$ cat src/hdl/tsdc_pkg.sv
`timescale 1ns / 1ps

package tsdc_pkg;

  // Detector phase codes.
  typedef enum logic [1:0] {
    PH_IDLE     = 2'd0,
    PH_WANT_IN  = 2'd1,
    PH_WANT_OUT = 2'd2
  } phase_t;

  // Event codes reported with every result.
  typedef enum logic [1:0] {
    EV_NONE    = 2'd0,
    EV_ENTER   = 2'd1,
    EV_LEAVE   = 2'd2,
    EV_ABANDON = 2'd3
  } event_t;

  // Configuration register indexes.
  localparam logic CFG_COOLDOWN = 1'b0;
  localparam logic CFG_TIMEOUT  = 1'b1;

  localparam logic [15:0] COOLDOWN_RESET = 16'd1000;
  localparam logic [15:0] TIMEOUT_RESET  = 16'd2000;
  localparam logic [7:0]  COUNT_MAX      = 8'd255;

  typedef struct packed {
    logic        command;
    logic        outside_level;
    logic        inside_level;
    logic [31:0] now_ms;
  } sample_t;

  typedef struct packed {
    logic [7:0] person_count;
    logic [1:0] event_res;
    logic [1:0] detector_phase;
    logic       in_cooldown;
  } result_t;

  typedef struct packed {
    logic [15:0] cooldown_ms;
    logic [15:0] transition_timeout_ms;
  } cfg_t;

endpackage

$ cat src/hdl/tsdc_sample_if.sv
`timescale 1ns / 1ps

interface tsdc_sample_if;
  logic        valid;
  logic        ready;
  logic        command;
  logic        outside_level;
  logic        inside_level;
  logic [31:0] now_ms;

  modport source (output valid, command, outside_level, inside_level, now_ms, input ready);
  modport sink (input valid, command, outside_level, inside_level, now_ms, output ready);
endinterface

interface tsdc_result_if;
  logic       valid;
  logic       ready;
  logic [7:0] person_count;
  logic [1:0] event_res;
  logic [1:0] detector_phase;
  logic       in_cooldown;

  modport source (output valid, person_count, event_res, detector_phase, in_cooldown,
                  input ready);
  modport sink (input valid, person_count, event_res, detector_phase, in_cooldown,
                output ready);
endinterface

$ cat src/hdl/tsdc_detector.sv
`timescale 1ns / 1ps

module tsdc_detector (
  input  logic              clk,
  input  logic              rst,
  input  logic              step_valid,
  input  tsdc_pkg::sample_t item,
  input  tsdc_pkg::cfg_t    cfg,
  output tsdc_pkg::result_t res
);
  import tsdc_pkg::*;

  phase_t      phase, phase_next;
  logic [31:0] first_edge_time, first_edge_time_next;
  logic [31:0] last_count_time, last_count_time_next;
  logic        prev_outside, prev_outside_next;
  logic        prev_inside, prev_inside_next;
  logic [7:0]  count, count_next;
  logic        primed, primed_next;

  logic        out_edge;
  logic        in_edge;
  logic [31:0] cool_elapsed;
  logic [31:0] trans_elapsed;
  logic        cooling;
  logic        trans_expired;
  event_t      ev;

  assign out_edge      = item.outside_level & ~prev_outside;
  assign in_edge       = item.inside_level & ~prev_inside;
  assign cool_elapsed  = item.now_ms - last_count_time;
  assign trans_elapsed = item.now_ms - first_edge_time;
  // A stored time of zero means the timer is not running.
  assign cooling       = (last_count_time != '0) &&
                         (cool_elapsed < {16'd0, cfg.cooldown_ms});
  assign trans_expired = (first_edge_time != '0) &&
                         (trans_elapsed >= {16'd0, cfg.transition_timeout_ms});

  always_comb begin
    phase_next           = phase;
    first_edge_time_next = first_edge_time;
    last_count_time_next = last_count_time;
    prev_outside_next    = prev_outside;
    prev_inside_next     = prev_inside;
    count_next           = count;
    primed_next          = primed;
    ev                   = EV_NONE;
    res.in_cooldown      = 1'b0;

    if (item.command) begin
      count_next           = '0;
      phase_next           = PH_IDLE;
      first_edge_time_next = '0;
      last_count_time_next = '0;
    end else if (!primed) begin
      prev_outside_next = item.outside_level;
      prev_inside_next  = item.inside_level;
      primed_next       = 1'b1;
    end else begin
      prev_outside_next = item.outside_level;
      prev_inside_next  = item.inside_level;
      if (cooling) begin
        res.in_cooldown = 1'b1;
      end else begin
        unique case (phase)
          PH_WANT_IN: begin
            if (in_edge) begin
              if (count != COUNT_MAX) count_next = count + 8'd1;
              ev                   = EV_ENTER;
              phase_next           = PH_IDLE;
              last_count_time_next = item.now_ms;
              first_edge_time_next = '0;
            end else if (trans_expired) begin
              phase_next           = PH_IDLE;
              first_edge_time_next = '0;
              ev                   = EV_ABANDON;
            end
          end
          PH_WANT_OUT: begin
            if (out_edge) begin
              if (count != '0) count_next = count - 8'd1;
              ev                   = EV_LEAVE;
              phase_next           = PH_IDLE;
              last_count_time_next = item.now_ms;
              first_edge_time_next = '0;
            end else if (trans_expired) begin
              phase_next           = PH_IDLE;
              first_edge_time_next = '0;
              ev                   = EV_ABANDON;
            end
          end
          default: begin
            // The outside edge wins when both rise together.
            phase_next = PH_IDLE;
            if (out_edge) begin
              phase_next           = PH_WANT_IN;
              first_edge_time_next = item.now_ms;
            end else if (in_edge) begin
              phase_next           = PH_WANT_OUT;
              first_edge_time_next = item.now_ms;
            end
          end
        endcase
      end
    end

    res.person_count   = count_next;
    res.event_res      = ev;
    res.detector_phase = phase_next;
  end

  always_ff @(posedge clk) begin
    if (rst) begin
      phase           <= PH_IDLE;
      first_edge_time <= '0;
      last_count_time <= '0;
      prev_outside    <= 1'b0;
      prev_inside     <= 1'b0;
      count           <= '0;
      primed          <= 1'b0;
    end else if (step_valid) begin
      phase           <= phase_next;
      first_edge_time <= first_edge_time_next;
      last_count_time <= last_count_time_next;
      prev_outside    <= prev_outside_next;
      prev_inside     <= prev_inside_next;
      count           <= count_next;
      primed          <= primed_next;
    end
  end

  a_cmd_clears: assert property (@(posedge clk) disable iff (rst)
    step_valid && item.command |=> count == '0 && phase == PH_IDLE &&
      last_count_time == '0 && first_edge_time == '0)
    else $error("reset command did not clear the detector");

  a_enter_nonzero: assert property (@(posedge clk) disable iff (rst)
    step_valid && res.event_res == EV_ENTER |-> res.person_count != '0)
    else $error("entry left the count at zero");

  a_cool_quiet: assert property (@(posedge clk) disable iff (rst)
    step_valid && res.in_cooldown |-> res.event_res == EV_NONE && phase_next == phase)
    else $error("detector moved during cooldown");

  a_idle_no_timer: assert property (@(posedge clk) disable iff (rst)
    phase == PH_IDLE |-> first_edge_time == '0)
    else $error("transition timer running while idle");

endmodule

$ cat src/hdl/two_sensor_direction_counter.sv
`timescale 1ns / 1ps

// Two-sensor direction counter.
// The sample channel carries one transfer per sensor sample or reset-count
// command: the outside and inside motion levels and a millisecond timestamp.
// The result channel returns exactly one transfer per sample: the person
// count, the event seen (entered, left, abandoned transition), the detector
// phase and whether the sample fell within the cooldown window.
// Configuration is a plain write port; index 0 is the cooldown in ms,
// index 1 the transition timeout in ms. Write it only while no sample is
// in flight.
// A sample is captured in the input register, and its result is computed
// combinationally and loaded into the output register once that register
// is free. Throughput is one sample per cycle while the receiver keeps
// ready high, as the state update between the registers is combinational.
// Reset clears the detector, the count and both registers' valid flags and
// restores the default timings; the first sample after reset only records
// the sensor levels. When the receiver stalls, the output register holds
// its result; the input register takes one more sample only if it is
// empty, and then the sample channel deasserts ready.
module two_sensor_direction_counter (
  input  logic        clk,
  input  logic        rst,
  tsdc_sample_if.sink   sample,
  tsdc_result_if.source result,
  input  logic        cfg_we,
  input  logic        cfg_index,
  input  logic [15:0] cfg_data
);
  import tsdc_pkg::*;

  cfg_t    cfg;
  sample_t in_reg;
  logic    in_valid;
  result_t res_next;
  result_t out_reg;
  logic    out_valid;
  logic    out_free;
  logic    advance;

  // The output register can take a result when empty or being drained.
  assign out_free     = !out_valid || result.ready;
  assign advance      = in_valid && out_free;
  assign sample.ready = !in_valid || out_free;

  always_ff @(posedge clk) begin
    if (rst) begin
      cfg.cooldown_ms           <= COOLDOWN_RESET;
      cfg.transition_timeout_ms <= TIMEOUT_RESET;
    end else if (cfg_we) begin
      unique case (cfg_index)
        CFG_COOLDOWN: cfg.cooldown_ms           <= cfg_data;
        CFG_TIMEOUT:  cfg.transition_timeout_ms <= cfg_data;
        default:      cfg.cooldown_ms           <= cfg.cooldown_ms;
      endcase
    end
  end

  // Input register.
  always_ff @(posedge clk) begin
    if (rst) begin
      in_valid <= 1'b0;
    end else if (sample.ready) begin
      in_valid <= sample.valid;
    end
  end

  always_ff @(posedge clk) begin
    if (sample.valid && sample.ready) begin
      in_reg.command       <= sample.command;
      in_reg.outside_level <= sample.outside_level;
      in_reg.inside_level  <= sample.inside_level;
      in_reg.now_ms        <= sample.now_ms;
    end
  end

  // The detector commits its state only when the result moves on.
  tsdc_detector u_detector (
    .clk        (clk),
    .rst        (rst),
    .step_valid (advance),
    .item       (in_reg),
    .cfg        (cfg),
    .res        (res_next)
  );

  // Output register.
  always_ff @(posedge clk) begin
    if (rst) begin
      out_valid <= 1'b0;
    end else if (out_free) begin
      out_valid <= in_valid;
    end
  end

  always_ff @(posedge clk) begin
    if (advance) begin
      out_reg <= res_next;
    end
  end

  assign result.valid          = out_valid;
  assign result.person_count   = out_reg.person_count;
  assign result.event_res      = out_reg.event_res;
  assign result.detector_phase = out_reg.detector_phase;
  assign result.in_cooldown    = out_reg.in_cooldown;

  a_hold_input: assert property (@(posedge clk) disable iff (rst)
    in_valid && !out_free |=> in_valid && $stable(in_reg))
    else $error("pending sample lost while output stalled");

  a_hold_output: assert property (@(posedge clk) disable iff (rst)
    out_valid && !result.ready |=> out_valid && $stable(out_reg))
    else $error("stalled result overwritten");

  a_advance_fills: assert property (@(posedge clk) disable iff (rst)
    advance |=> out_valid)
    else $error("computed result not presented");

endmodule

$ cat src/flat_wrapper.sv
// flat-port wrapper written by rule: the top's interface ports become plain ports
module two_sensor_direction_counter_flat import tsdc_pkg::*;
  (clk, rst, cfg_we, cfg_index, cfg_data, sample_valid, sample_command, sample_outside_level, sample_inside_level, sample_now_ms, sample_ready, result_valid, result_person_count, result_event_res, result_detector_phase, result_in_cooldown, result_ready);
  tsdc_sample_if sample_i ();
  tsdc_result_if result_i ();
  input  logic clk;
  input  logic rst;
  input  logic cfg_we;
  input  logic cfg_index;
  input  logic [15:0] cfg_data;
  input wire logic [$bits(sample_i.valid)-1:0] sample_valid;
  input wire logic [$bits(sample_i.command)-1:0] sample_command;
  input wire logic [$bits(sample_i.outside_level)-1:0] sample_outside_level;
  input wire logic [$bits(sample_i.inside_level)-1:0] sample_inside_level;
  input wire logic [$bits(sample_i.now_ms)-1:0] sample_now_ms;
  output wire logic [$bits(sample_i.ready)-1:0] sample_ready;
  output wire logic [$bits(result_i.valid)-1:0] result_valid;
  output wire logic [$bits(result_i.person_count)-1:0] result_person_count;
  output wire logic [$bits(result_i.event_res)-1:0] result_event_res;
  output wire logic [$bits(result_i.detector_phase)-1:0] result_detector_phase;
  output wire logic [$bits(result_i.in_cooldown)-1:0] result_in_cooldown;
  input wire logic [$bits(result_i.ready)-1:0] result_ready;
  assign sample_i.valid = sample_valid;
  assign sample_i.command = sample_command;
  assign sample_i.outside_level = sample_outside_level;
  assign sample_i.inside_level = sample_inside_level;
  assign sample_i.now_ms = sample_now_ms;
  assign sample_ready = sample_i.ready;
  assign result_valid = result_i.valid;
  assign result_person_count = result_i.person_count;
  assign result_event_res = result_i.event_res;
  assign result_detector_phase = result_i.detector_phase;
  assign result_in_cooldown = result_i.in_cooldown;
  assign result_i.ready = result_ready;
  two_sensor_direction_counter u_core (.clk(clk), .rst(rst), .sample(sample_i), .result(result_i), .cfg_we(cfg_we), .cfg_index(cfg_index), .cfg_data(cfg_data));
endmodule
$ cat config.mk
export PLATFORM = sky130hd
export DESIGN_NAME = two_sensor_direction_counter_flat
export DESIGN_NICKNAME = d
export VERILOG_FILES = /design/src/hdl/tsdc_pkg.sv /design/src/hdl/tsdc_sample_if.sv /design/src/hdl/tsdc_detector.sv /design/src/hdl/two_sensor_direction_counter.sv /design/src/flat_wrapper.sv
export SDC_FILE = /design/constraint.sdc
export NUM_CORES = 1
export LEC_CHECK = 0
export ABC_AREA = 0
export BUFFER_PORTS_ARGS = -buffer_cell sky130_fd_sc_hd__buf_4
export CELL_PAD_IN_SITES_DETAIL_PLACEMENT = 1
export CELL_PAD_IN_SITES_GLOBAL_PLACEMENT = 2
export CORE_ASPECT_RATIO = 1.5
export CORE_UTILIZATION = 34
export CTS_CLUSTER_DIAMETER = 50
export CTS_CLUSTER_SIZE = 10
export DETAILED_ROUTE_END_ITERATION = 16
export PLACE_DENSITY = 0.87
export SYNTH_ARGS = -nofsm -noshare
export SYNTH_HDL_FRONTEND = slang
export SYNTH_SLANG_ARGS = --single-unit
$ cat constraint.sdc
create_clock -name clk -period 4.5 [get_ports clk]
set_input_delay 0 -clock clk [delete_from_list [all_inputs] [get_ports clk]]
set_output_delay 0 -clock clk [all_outputs]
set_load 0.005 [all_outputs]
==> flow_metrics.env <==
export IMPL_status="finished with violations"
export IMPL_violations="negative setup slack"
export IMPL_slew_headroom=0.289
export IMPL_cts_buffers=17
export IMPL_hpwlAfterDp_um=34200
export IMPL_drc=0
export IMPL_synth_edf_count=48
export IMPL_boundaryPins=72
export IMPL_netlist_instances=1429
export IMPL_final_core_util=0.466
export IMPL_drtAntennaViolNets=0
export IMPL_netSwitchingFraction=0.323
export IMPL_area_growth_pct=34.0
export IMPL_drive_above_1_share=0.233
export IMPL_rsz0062_at_grt="yes"
export IMPL_portBuffers=71
export IMPL_fmax_mhz=202
export IMPL_root_buffer="clkbuf_16"
export IMPL_fin_crit_sh=1.10
export IMPL_n_fill_cell=3946
export IMPL_ctsLongestPathBuffers=2
export IMPL_grt_use_total=0.271
export IMPL_ys_flop_type="dfxtp_1"
export IMPL_pwr_share_seq=0.394
export IMPL_syn_area_um2=11700
export IMPL_synth_seq_area_share=0.313
export IMPL_synth_seq_cells=159
export IMPL_vias=12600
export IMPL_clk_latency_ns=0.46
export IMPL_p_leak_nw=6.12
export IMPL_place_ws_ns=-0.944
export IMPL_comb_power_share=0.233
export IMPL_viasPerCell=5.88
export IMPL_peakVddDrop_mv=0.209
export IMPL_path_max_fanout=5
export IMPL_p_switching_w=0.00128
export IMPL_ys_warn_count=0
export IMPL_design_core_area_um2=33700
export IMPL_worst_pin_slew_ns=1.07
export IMPL_min_period_ns=4.96
export IMPL_path_clk_slew_ns=0.07
export IMPL_required_ns=4.84
export IMPL_grt_pass1_vias=13600
export IMPL_p_int_w=0.00268
export IMPL_cap_viol_max_count=0
export IMPL_ctsHtreeMaxLevel=4
export IMPL_multiInputGateArea_um2=7570
export IMPL_initial_utilization=0.348
export IMPL_rows=82
export IMPL_final_common_cell="buf_4"
export IMPL_grt_max_degree=75
export IMPL_drt_initial_drc_count=701
export IMPL_async_reset_ff_frac=0
export IMPL_fin_area_um2=15700
export IMPL_fin_skew_ns=0.0151
export IMPL_holdWs_ns=0.0850
export IMPL_syn_nets=1586
export IMPL_die_area_um2=35200
export IMPL_die_y_um=229
export IMPL_nets=1872
export IMPL_p_per_area_nw_per_um2=252
export IMPL_synth_area_per_cell_um2=8.19
export IMPL_finalWorstSetupSlack_ns=-0.458
export IMPL_tns_ns=-29.20
export IMPL_critPathCaptureType="flop"
export IMPL_grt_pass1_wl_um=74300
export IMPL_cts_tree="yes"
export IMPL_layout_common_cells="buf_4, nand2_1, inv_1"
export IMPL_dieWidth_um=153
export IMPL_dr_pass1_iters=6
export IMPL_arrival_ns=5.30
export IMPL_overflow=0
export IMPL_avgRoutedWirePerCell_um=22.2
export IMPL_grt_antenna_before_repair=2
export IMPL_worstSetupPathType="reg2reg"
export IMPL_post_dp_cell_area_um2=14000
export IMPL_hold_viol_final=0
export IMPL_pwr_share_clk=0.373
export IMPL_clock_sinks=159
export IMPL_wirelength_um=47800
export IMPL_seqCellArea_um2=3660
export IMPL_drv_slew=0
export IMPL_gp_congestion=0.899
export IMPL_critPathLaunchType="flop"
export IMPL_largest_reg_flops=35
export IMPL_yosysUniqueCellTypes=88
export IMPL_setup_viol=87
export IMPL_min_path_type="in2reg"
[power groups by stage]
stage | Sequential (W) | Clock, W | Combinational, W
after floorplan | 0.00157 | 0 | 0.000477
after detailed placement | 0.00159 | 0 | 0.000814
after CTS | 0.00156 | 0.00148 | 0.000891
after global placement | 0.00159 | 0 | 0.000795
after global routing | 0.00156 | 0.00153 | 0.000998
final | 0.00156 | 0.00147 | 0.000921
[synth_stat cells (all sizes together) (9+ instances only)]
cell type    n  share of area
o21ai       60          0.026
or3         10         0.0058
and2        12         0.0066
a21o        20          0.013
xnor2       22          0.016
ha          98           0.10
nor4        30          0.016
o221ai      34          0.025
nand2      156          0.050
a31oi       11         0.0059
nor3        34          0.015
o21a        15         0.0096
and3        17         0.0092
xor2        14          0.010
edfxtp      48           0.12
a211o       10         0.0075
nand3       61          0.026
o22ai        9         0.0048
buf         30          0.016
clkbuf      44          0.014
dfxtp      111           0.19
nand2b      48          0.026
nor2        77          0.025
o211ai      14         0.0094
inv        118          0.038
nand4       33          0.018
a21oi      115          0.050
a211oi      12         0.0090
a22o        34          0.025
[worst max-delay path, cell delays in order (launching register included)]
cell and delay, ns:
edfxtp_1 0.42, inv_2 0.11, ha_4 0.15, buf_4 0.12, nor2b_4 0.04, o211ai_1 0.33, buf_4 0.18, nand2_2 0.08
buf_4 0.16, buf_4 0.13, xnor2_2 0.13, ha_1 0.29, and4_1 0.20, and2_4 0.16, a32o_1 0.26, nor4_2 0.21
buf_4 0.17, o2111ai_2 0.10, nor4_2 0.20, or4b_4 0.50, o211ai_2 0.19, buf_6 0.13, nor3_4 0.09, buf_12 0.17
buf_16 0.13, a22o_1 0.21
[worst paths after layout]
kind                                                                      endpoint  slack [ns]  cells after the start                   startpoint
worst max-delay path            u_core.u_detector.last_count_time[18]$_SDFFE_PP0P_       -0.46                     25   u_core.in_reg[0]$_DFFE_PP_
worst min-delay path                                   u_core.cfg[16]$_SDFFE_PP0P_        0.08                      5                    cfg_index
worst max register to register  u_core.u_detector.last_count_time[18]$_SDFFE_PP0P_       -0.46                     25   u_core.in_reg[0]$_DFFE_PP_
worst min register to register                         u_core.cfg[14]$_SDFFE_PP0P_        0.46                      2  u_core.cfg[14]$_SDFFE_PP0P_
[per-layer routing]
metal / vias up / global-route usage / part of all wire
met5: - / 0 / 0
met4: 0 / 0.165 / 0.057
met3: 134 / 0.0333 / 0.034
met2: 320 / 0.519 / 0.54
met1: 6321 / 0.278 / 0.37
li1: 5865 / - / -
[repair_timing]
| item | CTS | global route |
|---|---|---|
| buffers inserted | 20 | 4 |
| setup endpoints to repair | 87 | 87 |
| gates resized for setup | 45 | 15 |
| pin swaps | 50 | 8 |
| hold buffers | 54 | 0 |
| gates cloned | 4 | 0 |
| endpoints found under the hold margin | 69 | 0 |
[kinds of logic after synthesis]
| group | share of synthesized area |
|---|---|
| and+or+nand+nor | 0.218 |
| AOI/OAI and AO/OA | 0.261 |
| buffers and inverters | 0.0676 |
| DFF | 0.313 |
| adders and majority gates | 0.108 |
| xor gates and xnor gates | 0.0269 |
| muxes | 0.00535 |
[layout make-up]
cell class,instances,area share
Tap cell,420,0.0335
Sequential cell,159,0.234
Multi-Input combinational cell,1078,0.483
Clock inverter,14,0.00782
Timing Repair Buffer,341,0.185
Antenna cell,2,0.000319
Clock buffer,18,0.0287
Inverter,118,0.0282
[through the flow]
stage | cells | total power [W]
detailed placement | 2034 | 0.00240
global route | 2150 | 0.00409
global placement | 2034 | 0.00238
floorplan | 1429 | 0.00205
finish | 2150 | 0.00396
CTS | 2144 | 0.00393
Note: power is estimated with default switching activity, not from simulation.
